File: config.mk
export PLATFORM = sky130hd
export DESIGN_NAME = heightmap_column_run_length_encoder
export DESIGN_NICKNAME = d
export VERILOG_FILES = /design/src/hdl/hcrle_pkg.sv /design/src/hdl/hcrle_fifo.sv /design/src/hdl/hcrle_front.sv /design/src/hdl/hcrle_back.sv /design/src/hdl/heightmap_column_run_length_encoder.sv
export SDC_FILE = /design/constraint.sdc
export NUM_CORES = 1
export LEC_CHECK = 0
export BUFFER_PORTS_ARGS = -buffer_cell sky130_fd_sc_hd__buf_4
export CAP_MARGIN = 40
export CORE_UTILIZATION = 53
export DETAILED_ROUTE_END_ITERATION = 10
export PLACE_DENSITY_LB_ADDON = 0.15
export SLEW_MARGIN = 5
export SYNTH_ARGS = -nofsm -noshare
export SYNTH_HDL_FRONTEND = slang
export SYNTH_HIERARCHICAL = 1
export SYNTH_SLANG_ARGS = --single-unit
File: constraint.sdc
create_clock -name clk -period 8.1 [get_ports clk]
set_input_delay 0.405 -clock clk [delete_from_list [all_inputs] [get_ports clk]]
set_output_delay 0.405 -clock clk [all_outputs]
set_load 0.02 [all_outputs]
File: src/hdl/hcrle_pkg.sv
// Shared types and constants for the height-map column run-length encoder.
// No dependencies; imported by every module of the block.
`default_nettype none

package hcrle_pkg;

    // Configuration register indexes
    localparam logic [2:0] REG_MIN_HEIGHT   = 3'd0;
    localparam logic [2:0] REG_MAX_HEIGHT   = 3'd1;
    localparam logic [2:0] REG_LEVEL_COUNT  = 3'd2;
    localparam logic [2:0] REG_DEFAULT_TYPE = 3'd3;
    localparam logic [2:0] REG_LEVEL_WORD_0 = 3'd4;
    localparam logic [2:0] REG_LEVEL_WORD_3 = 3'd7;

    localparam int CFG_INDEX_W = 3;
    localparam int CFG_DATA_W  = 24;
    localparam int LEVEL_W     = 24;

    // Noise offset of +2.0 in Q3.12
    localparam logic signed [16:0] Q_TWO = 17'sd8192;

    // Air runs carry this code
    localparam logic [7:0] AIR_CODE = 8'd0;

    // Longest run one word can carry
    localparam logic [5:0] RUN_MAX = 6'd63;

    // Classified-sample queue between front and back
    localparam int QUEUE_DEPTH = 4;
    localparam int QPTR_W      = 2;
    localparam int QCNT_W      = 3;

    typedef struct packed {
        logic signed [15:0] min_height;
        logic signed [15:0] max_height;
        logic [2:0]         level_count;
        logic [7:0]         default_type;
    } cfg_t;

    typedef struct packed {
        logic       air;
        logic [7:0] code;
        logic       eor;
    } cls_t;

    typedef struct packed {
        logic valid;
        cls_t item;
    } push_t;

endpackage

`default_nettype wire

File: src/hdl/hcrle_fifo.sv
// Four-word queue of classified samples between front and back.
// Depends on hcrle_pkg.
`default_nettype none

module hcrle_fifo
    import hcrle_pkg::*;
(
    input  wire logic              clk,
    input  wire logic              rst_n,
    input  wire push_t             push,
    input  wire logic              pop,
    output cls_t                   head,
    output logic [QCNT_W-1:0]      count
);

    cls_t              mem_reg [QUEUE_DEPTH];
    logic [QPTR_W-1:0] wr_ptr_reg;
    logic [QPTR_W-1:0] wr_ptr_next;
    logic [QPTR_W-1:0] rd_ptr_reg;
    logic [QPTR_W-1:0] rd_ptr_next;
    logic [QCNT_W-1:0] count_reg;
    logic [QCNT_W-1:0] count_next;

    always_comb
    begin
        wr_ptr_next = push.valid ? wr_ptr_reg + 1'b1 : wr_ptr_reg;
        rd_ptr_next = pop ? rd_ptr_reg + 1'b1 : rd_ptr_reg;
        count_next  = count_reg + QCNT_W'(push.valid) - QCNT_W'(pop);
    end

    always_ff @(posedge clk or negedge rst_n)
    begin
        if (!rst_n)
        begin
            wr_ptr_reg <= '0;
            rd_ptr_reg <= '0;
            count_reg  <= '0;
        end
        else
        begin
            wr_ptr_reg <= wr_ptr_next;
            rd_ptr_reg <= rd_ptr_next;
            count_reg  <= count_next;
        end
    end

    always_ff @(posedge clk)
    begin
        if (push.valid)
        begin
            mem_reg[wr_ptr_reg] <= push.item;
        end
    end

    assign head  = mem_reg[rd_ptr_reg];
    assign count = count_reg;

endmodule

`default_nettype wire

File: src/hdl/hcrle_front.sv
// Front end: accept samples, map height, classify air/solid, pick block code.
// Depends on hcrle_pkg; feeds hcrle_fifo.
`default_nettype none

module hcrle_front
    import hcrle_pkg::*;
#(
    parameter int LEVEL_SLOTS = 4
)
(
    input  wire logic               clk,
    input  wire logic               rst_n,
    input  wire cfg_t               cfg,
    input  wire logic [LEVEL_W-1:0] level_word [LEVEL_SLOTS],
    input  wire logic               in_valid,
    output logic                    in_ready,
    input  wire logic signed [15:0] height_sample,
    input  wire logic signed [15:0] row_level,
    input  wire logic               end_of_row,
    input  wire logic [QCNT_W-1:0]  queue_count,
    output push_t                   push
);

    logic                     accept;
    logic signed [16:0]       sample_ofs;
    logic signed [16:0]       span;
    logic signed [16:0]       level_ofs;
    logic signed [33:0]       prod;
    logic signed [33:0]       rhs;
    logic                     found;
    logic signed [15:0]       best;
    logic signed [15:0]       start;
    logic [7:0]               code;

    logic                     s1_valid_reg;
    logic signed [33:0]       s1_prod_reg;
    logic signed [33:0]       s1_rhs_reg;
    logic [7:0]               s1_code_reg;
    logic                     s1_eor_reg;

    // Hold off while the queue could not take everything in flight
    assign in_ready = (queue_count + QCNT_W'(s1_valid_reg)) < QCNT_W'(QUEUE_DEPTH);
    assign accept   = in_valid && in_ready;

    always_comb
    begin
        sample_ofs = {height_sample[15], height_sample} + Q_TWO;
        span       = {cfg.max_height[15], cfg.max_height}
                   - {cfg.min_height[15], cfg.min_height};
        level_ofs  = {row_level[15], row_level} - {cfg.min_height[15], cfg.min_height};
        prod       = sample_ofs * span;
        rhs        = $signed({{4{level_ofs[16]}}, level_ofs, 13'd0});
    end

    // Highest level start not above the row; lowest slot wins ties
    always_comb
    begin
        found = 1'b0;
        best  = '0;
        start = '0;
        code  = cfg.default_type;
        for (int i = 0; i < LEVEL_SLOTS; i++)
        begin
            start = $signed(level_word[i][23:8]);
            if ((3'(i) < cfg.level_count) && (start <= row_level)
                && (!found || (start > best)))
            begin
                found = 1'b1;
                best  = start;
                code  = level_word[i][7:0];
            end
        end
    end

    always_ff @(posedge clk or negedge rst_n)
    begin
        if (!rst_n)
        begin
            s1_valid_reg <= 1'b0;
        end
        else
        begin
            s1_valid_reg <= accept;
        end
    end

    always_ff @(posedge clk)
    begin
        if (accept)
        begin
            s1_prod_reg <= prod;
            s1_rhs_reg  <= rhs;
            s1_code_reg <= code;
            s1_eor_reg  <= end_of_row;
        end
    end

    always_comb
    begin
        push.valid     = s1_valid_reg;
        push.item.air  = s1_prod_reg < s1_rhs_reg;
        push.item.code = push.item.air ? AIR_CODE : s1_code_reg;
        push.item.eor  = s1_eor_reg;
    end

endmodule

`default_nettype wire

File: src/hdl/hcrle_back.sv
// Back end: merge classified samples into runs and drive the output register.
// Depends on hcrle_pkg; drains hcrle_fifo.
`default_nettype none

module hcrle_back
    import hcrle_pkg::*;
#(
    parameter int ROW_LENGTH = 32
)
(
    input  wire logic              clk,
    input  wire logic              rst_n,
    input  wire cls_t              head,
    input  wire logic [QCNT_W-1:0] queue_count,
    output logic                   pop,
    output logic                   out_valid,
    input  wire logic              out_ready,
    output logic [7:0]             block_code,
    output logic [5:0]             run_length,
    output logic                   row_done
);

    localparam int COL_W = $clog2(ROW_LENGTH + 1);

    logic             run_open_reg;
    logic             run_open_next;
    logic             run_is_air_reg;
    logic             run_is_air_next;
    logic [7:0]       run_type_reg;
    logic [7:0]       run_type_next;
    logic [5:0]       run_count_reg;
    logic [5:0]       run_count_next;
    logic [COL_W-1:0] col_count_reg;
    logic [COL_W-1:0] col_count_next;

    logic             out_valid_reg;
    logic             out_valid_next;
    logic [7:0]       block_code_reg;
    logic [7:0]       block_code_next;
    logic [5:0]       run_length_reg;
    logic [5:0]       run_length_next;
    logic             row_done_reg;
    logic             row_done_next;

    logic             fire;
    logic             close;
    logic             row_end;
    logic [COL_W-1:0] col_inc;
    logic             emit;

    always_comb
    begin
        fire    = (queue_count != '0) && (!out_valid_reg || out_ready);
        close   = run_open_reg && ((head.air != run_is_air_reg)
                  || (head.code != run_type_reg) || (run_count_reg == RUN_MAX));
        col_inc = col_count_reg + 1'b1;
        row_end = head.eor || (col_inc >= COL_W'(ROW_LENGTH));

        pop             = 1'b0;
        emit            = 1'b0;
        block_code_next = block_code_reg;
        run_length_next = run_length_reg;
        row_done_next   = row_done_reg;
        run_open_next   = run_open_reg;
        run_is_air_next = run_is_air_reg;
        run_type_next   = run_type_reg;
        run_count_next  = run_count_reg;
        col_count_next  = col_count_reg;

        if (fire)
        begin
            if (close && row_end)
            begin
                // Close the old run only; keep the word for the row's final run
                emit            = 1'b1;
                block_code_next = run_type_reg;
                run_length_next = run_count_reg;
                row_done_next   = 1'b0;
                run_open_next   = 1'b0;
            end
            else
            begin
                pop = 1'b1;
                if (close)
                begin
                    emit            = 1'b1;
                    block_code_next = run_type_reg;
                    run_length_next = run_count_reg;
                    row_done_next   = 1'b0;
                end
                if (close || !run_open_reg)
                begin
                    run_is_air_next = head.air;
                    run_type_next   = head.code;
                    run_count_next  = 6'd1;
                end
                else
                begin
                    run_count_next = run_count_reg + 1'b1;
                end
                run_open_next  = 1'b1;
                col_count_next = col_inc;
                if (row_end)
                begin
                    emit            = 1'b1;
                    block_code_next = run_type_next;
                    run_length_next = run_count_next;
                    row_done_next   = 1'b1;
                    run_open_next   = 1'b0;
                    run_count_next  = '0;
                    col_count_next  = '0;
                end
            end
        end

        if (emit)
        begin
            out_valid_next = 1'b1;
        end
        else if (out_ready)
        begin
            out_valid_next = 1'b0;
        end
        else
        begin
            out_valid_next = out_valid_reg;
        end
    end

    always_ff @(posedge clk or negedge rst_n)
    begin
        if (!rst_n)
        begin
            run_open_reg   <= 1'b0;
            run_is_air_reg <= 1'b0;
            run_type_reg   <= '0;
            run_count_reg  <= '0;
            col_count_reg  <= '0;
            out_valid_reg  <= 1'b0;
        end
        else
        begin
            run_open_reg   <= run_open_next;
            run_is_air_reg <= run_is_air_next;
            run_type_reg   <= run_type_next;
            run_count_reg  <= run_count_next;
            col_count_reg  <= col_count_next;
            out_valid_reg  <= out_valid_next;
        end
    end

    always_ff @(posedge clk)
    begin
        block_code_reg <= block_code_next;
        run_length_reg <= run_length_next;
        row_done_reg   <= row_done_next;
    end

    assign out_valid  = out_valid_reg;
    assign block_code = block_code_reg;
    assign run_length = run_length_reg;
    assign row_done   = row_done_reg;

endmodule

`default_nettype wire

File: src/hdl/heightmap_column_run_length_encoder.sv
// Height-map column run-length encoder, top level; uses hcrle_pkg, front, fifo, back.
// An accepted word goes through the front register and the queue to the output register;
// the row's final run takes a second back-end step when the same word closes the previous
// run. Throughput: one input word per cycle while the queue has room and out_ready allows;
// a word that closes a run and ends the row holds the back end while it emits both runs.
// The 4-word queue absorbs sparse ones; rows of two differing samples fall below that rate.
`default_nettype none

module heightmap_column_run_length_encoder
    import hcrle_pkg::*;
#(
    parameter int ROW_LENGTH  = 32,
    parameter int LEVEL_SLOTS = 4
)
(
    input  wire logic                   clk,
    input  wire logic                   rst_n,
    // configuration write port
    input  wire logic                   cfg_write,
    input  wire logic [CFG_INDEX_W-1:0] cfg_index,
    input  wire logic [CFG_DATA_W-1:0]  cfg_data,
    // sample input
    input  wire logic                   in_valid,
    output logic                        in_ready,
    input  wire logic signed [15:0]     height_sample,
    input  wire logic signed [15:0]     row_level,
    input  wire logic                   end_of_row,
    // run output
    output logic                        out_valid,
    input  wire logic                   out_ready,
    output logic [7:0]                  block_code,
    output logic [5:0]                  run_length,
    output logic                        row_done
);

    // Reset (rst_n, async, active low): empties pipeline and queue, closes any run,
    // and loads min 0, max 1, level count 0, default type 1, level words 0.

    cfg_t              cfg_reg;
    logic [LEVEL_W-1:0] level_word_reg [LEVEL_SLOTS];
    logic [1:0]        word_idx;

    push_t             push;
    cls_t              head;
    logic              pop;
    logic [QCNT_W-1:0] queue_count;

    // Configuration registers. Writes must arrive only while the block is idle;
    // the block neither enforces this nor shadows. Level words beyond the built slots are dropped.
    assign word_idx = 2'(cfg_index - REG_LEVEL_WORD_0);

    always_ff @(posedge clk or negedge rst_n)
    begin
        if (!rst_n)
        begin
            cfg_reg.min_height   <= 16'sd0;
            cfg_reg.max_height   <= 16'sd1;
            cfg_reg.level_count  <= 3'd0;
            cfg_reg.default_type <= 8'd1;
            for (int i = 0; i < LEVEL_SLOTS; i++)
            begin
                level_word_reg[i] <= '0;
            end
        end
        else if (cfg_write)
        begin
            case (cfg_index) inside
                REG_MIN_HEIGHT:   cfg_reg.min_height   <= $signed(cfg_data[15:0]);
                REG_MAX_HEIGHT:   cfg_reg.max_height   <= $signed(cfg_data[15:0]);
                REG_LEVEL_COUNT:  cfg_reg.level_count  <= cfg_data[2:0];
                REG_DEFAULT_TYPE: cfg_reg.default_type <= cfg_data[7:0];
                [REG_LEVEL_WORD_0:REG_LEVEL_WORD_3]:
                begin
                    for (int i = 0; i < LEVEL_SLOTS; i++)
                    begin
                        if (word_idx == 2'(i))
                        begin
                            level_word_reg[i] <= cfg_data[LEVEL_W-1:0];
                        end
                    end
                end
                default: ;
            endcase
        end
    end

    // Front: one register stage holds the height product and the solid code;
    // the air/solid compare resolves as the word enters the queue.
    hcrle_front #(
        .LEVEL_SLOTS (LEVEL_SLOTS)
    ) u_front (
        .clk           (clk),
        .rst_n         (rst_n),
        .cfg           (cfg_reg),
        .level_word    (level_word_reg),
        .in_valid      (in_valid),
        .in_ready      (in_ready),
        .height_sample (height_sample),
        .row_level     (row_level),
        .end_of_row    (end_of_row),
        .queue_count   (queue_count),
        .push          (push)
    );

    // Queue decouples classification from run building
    hcrle_fifo u_fifo (
        .clk   (clk),
        .rst_n (rst_n),
        .push  (push),
        .pop   (pop),
        .head  (head),
        .count (queue_count)
    );

    // Back: run state plus the output register; at most one result per cycle
    hcrle_back #(
        .ROW_LENGTH (ROW_LENGTH)
    ) u_back (
        .clk         (clk),
        .rst_n       (rst_n),
        .head        (head),
        .queue_count (queue_count),
        .pop         (pop),
        .out_valid   (out_valid),
        .out_ready   (out_ready),
        .block_code  (block_code),
        .run_length  (run_length),
        .row_done    (row_done)
    );

    // Queue never overfills: front credit check must cover the in-flight word
    a_queue_bound: assert property (@(posedge clk) disable iff (!rst_n)
        queue_count <= QCNT_W'(QUEUE_DEPTH))
        else $error("classified-sample queue overfilled");

    // Every accepted sample reaches the queue in the next cycle
    a_accept_push: assert property (@(posedge clk) disable iff (!rst_n)
        (in_valid && in_ready) |=> push.valid)
        else $error("accepted sample did not reach the queue");

    // Back never pops an empty queue
    a_no_underflow: assert property (@(posedge clk) disable iff (!rst_n)
        pop |-> (queue_count != '0))
        else $error("pop from empty queue");

    // No run of zero length leaves the block
    a_run_nonzero: assert property (@(posedge clk) disable iff (!rst_n)
        out_valid |-> (run_length != 6'd0))
        else $error("zero-length run on output");

endmodule

`default_nettype wire

=== Word-level counts from Yosys, hierarchy flattened ===
Memories as Yosys holds them, arrays and structs flattened.
Cells that the tools add are included.

* Add/sub/neg operators: 10
* Multiply operators: 1
* Divide/modulo/power cells: 0
* $lt $le $gt $ge: 16
* Equal/unequal tests: 9
* Shift operators: 0
* Mux-type cells: 35
* Bitwise operators: 5
* Reduce and logical (&&, ||, !) cells: 41

{| class="wikitable"
|+ Operator list
! kind !! count
|-
| 2-to-1 mux 8 bit || 9
|-
| less-or-equal comparator 16 bit || 4
|-
| > comparator 16 bit || 3
|-
| 2-to-1 mux 16 bit || 3
|-
| 2-to-1 mux 6 bit || 6
|-
| < comparator 34 x 30 -> 1 bit || 1
|-
| multiplier 17 x 17 -> 34 bit || 1
|-
| subtractor 16 x 16 -> 17 bit || 2
|-
| AND reduction 7 bit || 4
|-
| adder 16 x 15 -> 17 bit (second input constant) || 1
|-
| 2-to-1 mux 1 bit || 17
|-
| adder 6 x 1 -> 6 bit (second input constant) || 2
|-
| logical AND 1 bit || 12
|-
| logical OR 1 bit || 8
|-
| inequality test 8 bit || 1
|-
| == test 3 x 2 -> 1 bit (second input constant) || 2
|-
| == test 6 bit (second input constant) || 1
|-
| >= comparator 6 bit (second input constant) || 1
|-
| < comparator 1 x 3 -> 1 bit (first input constant) || 2
|-
| < comparator 2 x 3 -> 1 bit (first input constant) || 2
|-
| AND reduction 2 bit || 3
|-
| AND reduction 3 bit || 2
|-
| nonzero test 3 bit || 2
|-
| zero test 1 bit || 5
|-
| 17 further kinds || 23
|}

* Bits in registers: 245
* Bits in latches: 0
* RAM bits: 40
* ROM bits: 0
* Input bits: 65
* Logic and storage cells: 143
* Memories: 1

{| class="wikitable"
|+ Memory list
! name !! depth !! bits a word !! read ports !! clocked after Yosys merged registers in !! wr ports !! RTL line !! RTL
|-
| u_fifo.mem_reg || 4 || 10 || 1 || 0 || 1 || hcrle_fifo.sv:16 || <nowiki>cls_t mem_reg [QUEUE_DEPTH];</nowiki>
|}

=== Logic depth before layout (Yosys ltp) ===
Gate-level depths: netlist of run 1.

* Word-level depth: 15
* Depth in mapped cells: 48

=== By module ===
Netlist of run 1, hierarchy kept.

{| class="wikitable"
|+ Modules (own cells, without submodules)
! module !! instances !! cells an instance !! area an instance (µm²) !! sequential area each (µm²)
|-
| hcrle_front || 1 || 1,885 || 17,329.1 || 1,436.4
|-
| heightmap_column_run_length_encoder || 1 || 302 || 5,300.1 || 3,480.8
|-
| hcrle_back || 1 || 192 || 2,140.8 || 1,026.0
|-
| hcrle_fifo || 1 || 84 || 1,824.2 || 1,376.3
|}

=== Worst setup path before layout of run 1 ===
OpenSTA, ideal clock, no wires.

* Path kind: in2reg
* From: input row_level[8]
* To: register u_front.s1_code_reg[0], data pin
* Data arrival time: 8.488 ns
* Required time: 7.840 ns
* Path slack: -0.647 ns
* Stages: 45
* Cell sequence: inv_1 ha_1 a21o_1 a21o_1 a211o_1 a311oi_2 nand4_1 a31oi_2 buf_2 buf_2 buf_1 nand2_1 ha_1 and4_1 o21ai_0 o2111ai_1 a31oi_1 a22oi_1 (+9 left out) o211ai_1 a21oi_1 o21ai_0 a41o_1 a21boi_4 buf_6 buf_2 mux2_2 ha_1 a21oi_1 nor2b_1 o21ai_0 a21oi_1 nor3_1 o22ai_1 o41a_1 o221ai_4 mux2_2

* Cells in the longest elaborated chain, start to end: 15

{| class="wikitable"
|+ Ends and longest elaborated chain
! what !! RTL line !! RTL
|-
| start, declared || heightmap_column_run_length_encoder.sv:26 || <nowiki>input wire logic signed [15:0] row_level,</nowiki>
|-
| less-or-equal comparator 16 bit || hcrle_front.sv:65 || <nowiki>if ((3'(i) < cfg.level_count) && (start <= row_level)</nowiki>
|-
| logical AND 1 bit || hcrle_front.sv:65 ||
|-
| 2-to-1 mux 16 bit or 2-to-1 mux 1 bit (tied branches) || hcrle_front.sv:65 ||
|-
| > comparator 16 bit or zero test 1 bit (tied branches) || hcrle_front.sv:66 || <nowiki>&& (!found || (start > best)))</nowiki>
|-
| logical OR 1 bit || hcrle_front.sv:66 ||
|-
| logical AND 1 bit || hcrle_front.sv:66 ||
|-
| 2-to-1 mux 16 bit or 2-to-1 mux 1 bit (tied branches) || hcrle_front.sv:65 ||
|-
| > comparator 16 bit or zero test 1 bit (tied branches) || hcrle_front.sv:66 ||
|-
| logical OR 1 bit || hcrle_front.sv:66 ||
|-
| logical AND 1 bit || hcrle_front.sv:66 ||
|-
| 2-to-1 mux 16 bit or 2-to-1 mux 1 bit (tied branches) || hcrle_front.sv:65 ||
|-
| > comparator 16 bit or zero test 1 bit (tied branches) || hcrle_front.sv:66 ||
|-
| logical OR 1 bit || hcrle_front.sv:66 ||
|-
| logical AND 1 bit || hcrle_front.sv:66 ||
|-
| 2-to-1 mux 8 bit * || hcrle_front.sv:65 ||
|-
| named net u_front.code[0] || hcrle_front.sv:33 || <nowiki>logic [7:0] code;</nowiki>
|-
| end signal, assigned || hcrle_front.sv:93 || <nowiki>s1_code_reg <= code;</nowiki>
|-
| end, declared || hcrle_front.sv:38 || <nowiki>logic [7:0] s1_code_reg;</nowiki>
|}

The timed path passes the listed nets; every way through them passes the cells marked *.
A chain may end at the register's enable or synchronous reset.

=== Final worst setup path of run 1 ===
* From: register level_word_reg[88] (netlist name)
* To: register u_front.s1_code_reg[4], data pin

* Cells in the longest elaborated chain, start to end: 15

{| class="wikitable"
|+ Ends and longest elaborated chain
! what !! RTL line !! RTL
|-
| start, declared || heightmap_column_run_length_encoder.sv:40 || <nowiki>logic [LEVEL_W-1:0] level_word_reg [LEVEL_SLOTS];</nowiki>
|-
| start signal, assigned by index || heightmap_column_run_length_encoder.sv:78 || <nowiki>level_word_reg[i] <= cfg_data[LEVEL_W-1:0];</nowiki>
|-
| less-or-equal comparator 16 bit || hcrle_front.sv:65 ||
|-
| logical AND 1 bit || hcrle_front.sv:65 ||
|-
| 2-to-1 mux 16 bit or 2-to-1 mux 1 bit (tied branches) || hcrle_front.sv:65 ||
|-
| > comparator 16 bit or zero test 1 bit (tied branches) || hcrle_front.sv:66 ||
|-
| logical OR 1 bit || hcrle_front.sv:66 ||
|-
| logical AND 1 bit || hcrle_front.sv:66 ||
|-
| 2-to-1 mux 16 bit or 2-to-1 mux 1 bit (tied branches) || hcrle_front.sv:65 ||
|-
| > comparator 16 bit or zero test 1 bit (tied branches) || hcrle_front.sv:66 ||
|-
| logical OR 1 bit || hcrle_front.sv:66 ||
|-
| logical AND 1 bit || hcrle_front.sv:66 ||
|-
| 2-to-1 mux 16 bit or 2-to-1 mux 1 bit (tied branches) || hcrle_front.sv:65 ||
|-
| > comparator 16 bit or zero test 1 bit (tied branches) || hcrle_front.sv:66 ||
|-
| logical OR 1 bit || hcrle_front.sv:66 ||
|-
| logical AND 1 bit || hcrle_front.sv:66 ||
|-
| 2-to-1 mux 8 bit * || hcrle_front.sv:65 ||
|-
| named net u_front.code[4] || hcrle_front.sv:33 ||
|}

Marked as above.

==> impl_metrics.json, run 1 <==
{
  "hpwl_um": 51600,
  "fin_tns_setup_ps": -1374,
  "critical-path-slowest-cell": "sky130_fd_sc_hd__dfrtp_1",
  "postRouteAntennaNets": 0,
  "coreArea_um2": 49250,
  "globalplace.congestion": 0.9161,
  "clkTransAtPathRegs_ps": 60,
  "critical-path-top-delay-family": "compound AO/OA/AOI/OAI gates",
  "timing.critical_path.required_ps": 8420,
  "die_x_um": 226.0,
  "finalCriticalPeriod_ps": 8275,
  "antenna_found_initial": 0,
  "yosys-top-cells-count": "397 x sky130_fd_sc_hd__inv_1, 298 x sky130_fd_sc_hd__fa_1, 254 x sky130_fd_sc_hd__ha_1",
  "detailedPlace.worstSlack_ps": -424.7,
  "portBuffers": 81,
  "yosysWarningCount": 6,
  "hold_depth": 2,
  "grt_first_pass_wirelength_um": 107000,
  "report.final.setup_viol": 9,
  "cts_htree_levels": 1,
  "cts_root_buf": "sky130_fd_sc_hd__clkbuf_16",
  "std_cell_rows": 81,
  "critical_path.n_buffers_inverters": 7,
  "grt_remaining_overflow": 0,
  "synthDominantAreaCellType": "sky130_fd_sc_hd__fa_1",
  "routed_wl_um": 65800,
  "timing.final.crit_share_pct": 102.2,
  "synth_most_common_cell": "sky130_fd_sc_hd__inv_1",
  "global_route.usage.met3_pct": 3.005,
  "worstSkewPairLatency_ps": 580,
  "outcome": "finished, violations left",
  "grt_util_overall_pct": 27.04,
  "multiInputGateArea_um2": 17990,
  "failed_checks": "negative setup slack",
  "critPathArrivalTime_ps": 8600,
  "max_slew_margin_pct": 41.37,
  "number_of_global_route_vias_before_repair": 19979,
  "layout_cells_sized_above_1_pct": 23.51,
  "grt_setup_unrepaired": "yes",
  "number_of_unique_standard_cell_types_used_by_synthesis": 90,
  "post_synth.cell_area_avg_um2": 10.80,
  "buffer_levels_on_the_longest_clock_path": 3,
  "clock_skew_ps": 14.01,
  "synth-seq-area-share_pct": 27.52,
  "clock.fmax_mhz": 120.8,
  "max_stage_delay_ps": 410,
  "timing.critical_path.fanout_max": 8,
  "route.detailed.drc": 0,
  "tritoncts": "built",
  "synth-seq-cells": 272,
  "synth_flop_cell": "sky130_fd_sc_hd__dfrtp_1",
  "die_height_um": 226.0,
  "largest_register_ff_count": 96,
  "gr-max-usage-layer": "met2",
  "tritoncts.num_buffers": 30,
  "grtUsageMet2_pct": 45.92,
  "nFillCells": 4019,
  "register_area_um2": 7320,
  "yosys.area.top_type_share_pct": 22.43,
  "nNetsFinal": 3294,
  "synth_edf_count": 102,
  "layout.cells.non_filler": 3365,
  "syn_nets": 3080,
  "setup.worst_path.class": "flip-flop to flip-flop",
  "critical_path_cell_count": 43,
  "number_of_sinks_handled_by_clock_tree_synthesis": 272,
  "grt.met1_usage_pct": 36.67,
  "max_cap_viol_count": 0,
  "flow.area_growth_from_synthesis_pct": 16.01,
  "synthesized_instance_count": 2463,
  "num_vias": 18502,
  "grt_start_max_net_pins": 66,
  "timing.critical_path.from_type": "flip-flop",
  "reg2regPathDepth": 43,
  "synthArstFlopShare_pct": 62.50,
  "synth.area.top_cells": "sky130_fd_sc_hd__fa_1 22%, sky130_fd_sc_hd__dfrtp_1 16%, sky130_fd_sc_hd__ha_1 12%, sky130_fd_sc_hd__edfxtp_1 12%, sky130_fd_sc_hd__mux2_2 8.0%",
  "timing.final.ws_setup_ps": -175.2,
  "placed_cells": 3286,
  "setup.worst_path.end_class": "flip-flop",
  "post_synth_instance_area_um2": 26590,
  "hold_path.class": "primary input to flip-flop",
  "drt_iter0_drc": 925,
  "n_antenna_cell": 0,
  "design.die.area_um2": 51080,
  "routed_wire_length_per_instance_um": 19.55,
  "finalHoldViolCount": 0,
  "num_io_pins": 82,
  "dr.pass1.iters": 5,
  "slew_limit_fails": 0,
  "slew_at_the_pin_closest_to_its_max_slew_limit_ps": 879.5,
  "floorplan.initialDensity_pct": 53.99,
  "routed_via_density": 5.498
}
[stage by stage]
stage               util (%)  cell area [um^2]  hold WS, ps
CTS                    61.58             30330        63.06
global route           62.64             30850        75.64
finish                 62.64             30850        89.16
floorplan                  -             26760        109.4
detailed placement     59.02             29070        379.0
global placement       58.80             28960        480.4
[worst reg2reg max path: cells and delay by family (launching register included)]
family / cells / cell delay (ps)
AOI/OAI and AO/OA: 24 / 4110
DFF: 1 / 410
and+or+nand+nor: 6 / 710
adders and majority gates: 4 / 1060
muxes: 2 / 620
buffers and inverters: 7 / 1090
[cells in the final DEF, fill, tap and decap left out, drive strengths merged, types with 4 or more instances in the layout]
cell type / instances
inv: 399
bufinv: 4
xnor2: 43
edfxtp: 102
nand3: 26
and2: 120
o21ai: 49
nor2b: 43
o211ai: 5
a211o: 6
and4: 7
nor3: 28
mux2i: 6
a31oi: 21
o21a: 13
nand2: 209
nand2b: 30
o21bai: 4
clkbuf: 39
clkinv: 10
nor4: 4
mux2: 205
ha: 254
xor2: 24
nor2: 91
a211oi: 7
a21o: 39
buf: 256
fa: 298
dfrtp: 168
mux4: 10
a21oi: 66
and3: 11
a21boi: 7
o22ai: 4
o2111ai: 5
nand4: 31
[area by class of cell]
class                   count  share of cell area (%)
multi-input cells        1718                   58.33
repair buffers            258                   7.041
well taps                 664                   2.693
inverters                 397                   4.838
clock buffers              39                   2.640
clock inverters            17                  0.7341
flip-flops and latches    272                   23.73
[per-layer routing]
layer	routed length (um)	part of all wire (%)
met5	0	0
met2	32140	49
met4	1763	2.7
met3	2820	4.3
met1	29070	44
[cells by family (layout without fill, tap and decap cells)]
group	count (synthesis)	count (layout)	synth area share (%)
AND/OR/NAND/NOR	620	620	12.03
adder cells (fa/ha/maj)	552	552	34.38
buffers and inverters	473	711	7.132
flip-flops	272	272	27.52
AO/OA/AOI/OAI	258	258	6.733
multiplexers	221	221	9.993
XOR/XNOR	67	67	2.207
[path summary, 6_finish.rpt]
| check | from | to | slack, ps |
|---|---|---|---|
| hold / removal | cfg_data[22] | level_word_reg[70] | 90 |
| setup reg to reg | level_word_reg[88] | u_front/s1_code_reg[4] | -180 |
| hold reg to reg | level_word_reg[54] | level_word_reg[54] | 500 |
| max in group asynchronous | rst_n | level_word_reg[66] | 6260 |
| setup / recovery | level_word_reg[88] | u_front/s1_code_reg[4] | -180 |
| min in group asynchronous | rst_n | level_word_reg[75] | 330 |
[repair_timing]
item	in CTS	in global routing
resized for setup	34	81
endpoints found under the setup margin	19	21
pin swaps	35	92
hold endpoints to repair	47	0
hold buffers	2	0
buffers inserted	8	13
Power of run 1 is left out: the tool's default activity adds up to more than one toggle a clock period on the data nets, which glitch-free logic cannot reach.
==> run 2: changes to the inputs <==
- HOLD_SLACK_MARGIN: unset -> 0.1
- REMOVE_ABC_BUFFERS: unset -> 1
==> impl_metrics.json, run 2 (synthesis results as in run 1) <==
{
  "outcome": "complete, no violations",
  "routed_wire_length_per_instance_um": 18.84,
  "hold_path.class": "primary input to flip-flop",
  "n_antenna_cell": 0,
  "fin_util_pct": 62.58,
  "setup.worst_path.end_class": "flip-flop",
  "grt_first_pass_wirelength_um": 103900,
  "setup.worst_path.class": "flip-flop to flip-flop",
  "routed_wl_um": 63510,
  "finalHoldViolCount": 0,
  "m1WireLength_um": 27740,
  "std_cell_rows": 81,
  "clock.fmax_mhz": 123.7,
  "max_slew_margin_pct": 42.44,
  "design.die.area_um2": 51080,
  "coreArea_um2": 49250,
  "route.detailed.drc": 0,
  "buffer_levels_on_the_longest_clock_path": 3,
  "hold_depth": 2,
  "highest_layer": "met4",
  "num_vias": 18636,
  "slew_limit_fails": 0,
  "critPathArrivalTime_ps": 8410,
  "cts_htree_levels": 1,
  "slew_at_the_pin_closest_to_its_max_slew_limit_ps": 860.3,
  "hold_path_startpoint": "cfg_data[17]",
  "layout_cells_sized_above_1_pct": 23.01,
  "number_of_global_route_vias_before_repair": 19800,
  "floorplan.initialDensity_pct": 53.99,
  "dr_wl_met2_um": 31110,
  "reg2regPathDepth": 40,
  "grt_util_overall_pct": 26.05,
  "cts_root_buf": "sky130_fd_sc_hd__clkbuf_16",
  "tritoncts": "built",
  "postRouteAntennaNets": 0,
  "clkTransAtPathRegs_ps": 60,
  "setup.worst_path.end": "u_front/s1_code_reg[3]",
  "hpwl_um": 49690,
  "nNetsFinal": 3303,
  "globalplace.congestion": 0.8734,
  "dr_wl_met3_um": 3123,
  "max_cap_viol_count": 0,
  "routed_via_density": 5.528,
  "mostFrequentLayoutCell": "sky130_fd_sc_hd__inv_1",
  "number_of_sinks_handled_by_clock_tree_synthesis": 272,
  "num_io_pins": 82,
  "timing.critical_path.fanout_max": 8,
  "timing.critical_path.required_ps": 8430,
  "die_height_um": 226.0,
  "detailedPlace.worstSlack_ps": -530.0,
  "largest_register_ff_count": 96,
  "critical-path-slowest-cell": "sky130_fd_sc_hd__dfrtp_2",
  "timing.final.ws_setup_ps": 14.81,
  "timing.critical_path.from_type": "flip-flop",
  "die_x_um": 226.0,
  "portBuffers": 81,
  "max_stage_delay_ps": 440,
  "report.final.setup_viol": 0,
  "worstSkewPairLatency_ps": 580,
  "dr.pass1.iters": 5,
  "reg2reg_setup_slack_ps": 10,
  "grt_setup_unrepaired": "yes",
  "clock_skew_ps": 31.03,
  "antenna_found_initial": 0,
  "timing.final.crit_share_pct": 99.82,
  "mostFrequentLayoutCells": "393 x sky130_fd_sc_hd__inv_1, 294 x sky130_fd_sc_hd__fa_1, 238 x sky130_fd_sc_hd__buf_4",
  "grt_start_max_net_pins": 77,
  "critical_path.reg2reg.endpoint": "u_front/s1_code_reg[3]",
  "fin_tns_setup_ps": 0,
  "hold-worst-slack_ps": 122.7,
  "tritoncts.num_buffers": 28,
  "cp-startpoint": "level_word_reg[88]",
  "drt_iter0_drc": 1151,
  "flow.area_growth_from_synthesis_pct": 15.90,
  "grt_remaining_overflow": 0,
  "critical_path.reg2reg.startpoint": "level_word_reg[88]",
  "finalCriticalPeriod_ps": 8085
}
[run 2: layer usage]
metal / up-vias / GRT usage (%)
met2: 429 / 44.61
met4: 0 / 5.771
met5: - / 0
li1: 8600 / -
met3: 99 / 3.058
met1: 9508 / 35.43
[run 2: how the worst min path moves through the flow]
stage	endpoint	slack [ps]
after detailed placement	u_back/run_type_reg[6]	290
final	level_word_reg[65]	120
after global placement	level_word_reg[52]	480
after global routing	level_word_reg[65]	110
after CTS	level_word_reg[65]	100
after floorplan	cfg_reg[10]	110
[run 2: final cells by class]
cell class,count,area (um^2)
fill,4096,18430
multi-input combinational,1718,17980
sequential,272,7321
timing repair buffer,269,2242
inverter,397,1490
tap,664,830.8
clock buffer,42,813.3
clock inverter,9,148.9
[run 2: what timing repair did]
action | CTS | global route
hold endpoints to repair | 103 | 0
setup buffers | 20 | 9
pin swaps | 48 | 84
hold buffers | 5 | 0
resized for setup | 48 | 85
endpoints found under the setup margin | 18 | 21
[run 2: worst max-delay path: cells and delay by family, from the launching register on]
kind	cells	cell delay, ps
AND/OR/NAND/NOR	5	660
buffers and inverters	5	760
adder cells (fa/ha/maj)	4	850
multiplexers	3	960
AO/OA/AOI/OAI	23	4170
flip-flops	1	440
[run 2: stage by stage]
stage,instance area [um^2],std cells
3_5_place_dp,28970,3289
2_1_floorplan,26190,2387
6_report,30820,3371
3_3_place_gp,28840,3282
4_1_cts,30340,3365
5_1_grt,30820,3371
Power of run 2 is left out for the same reason.
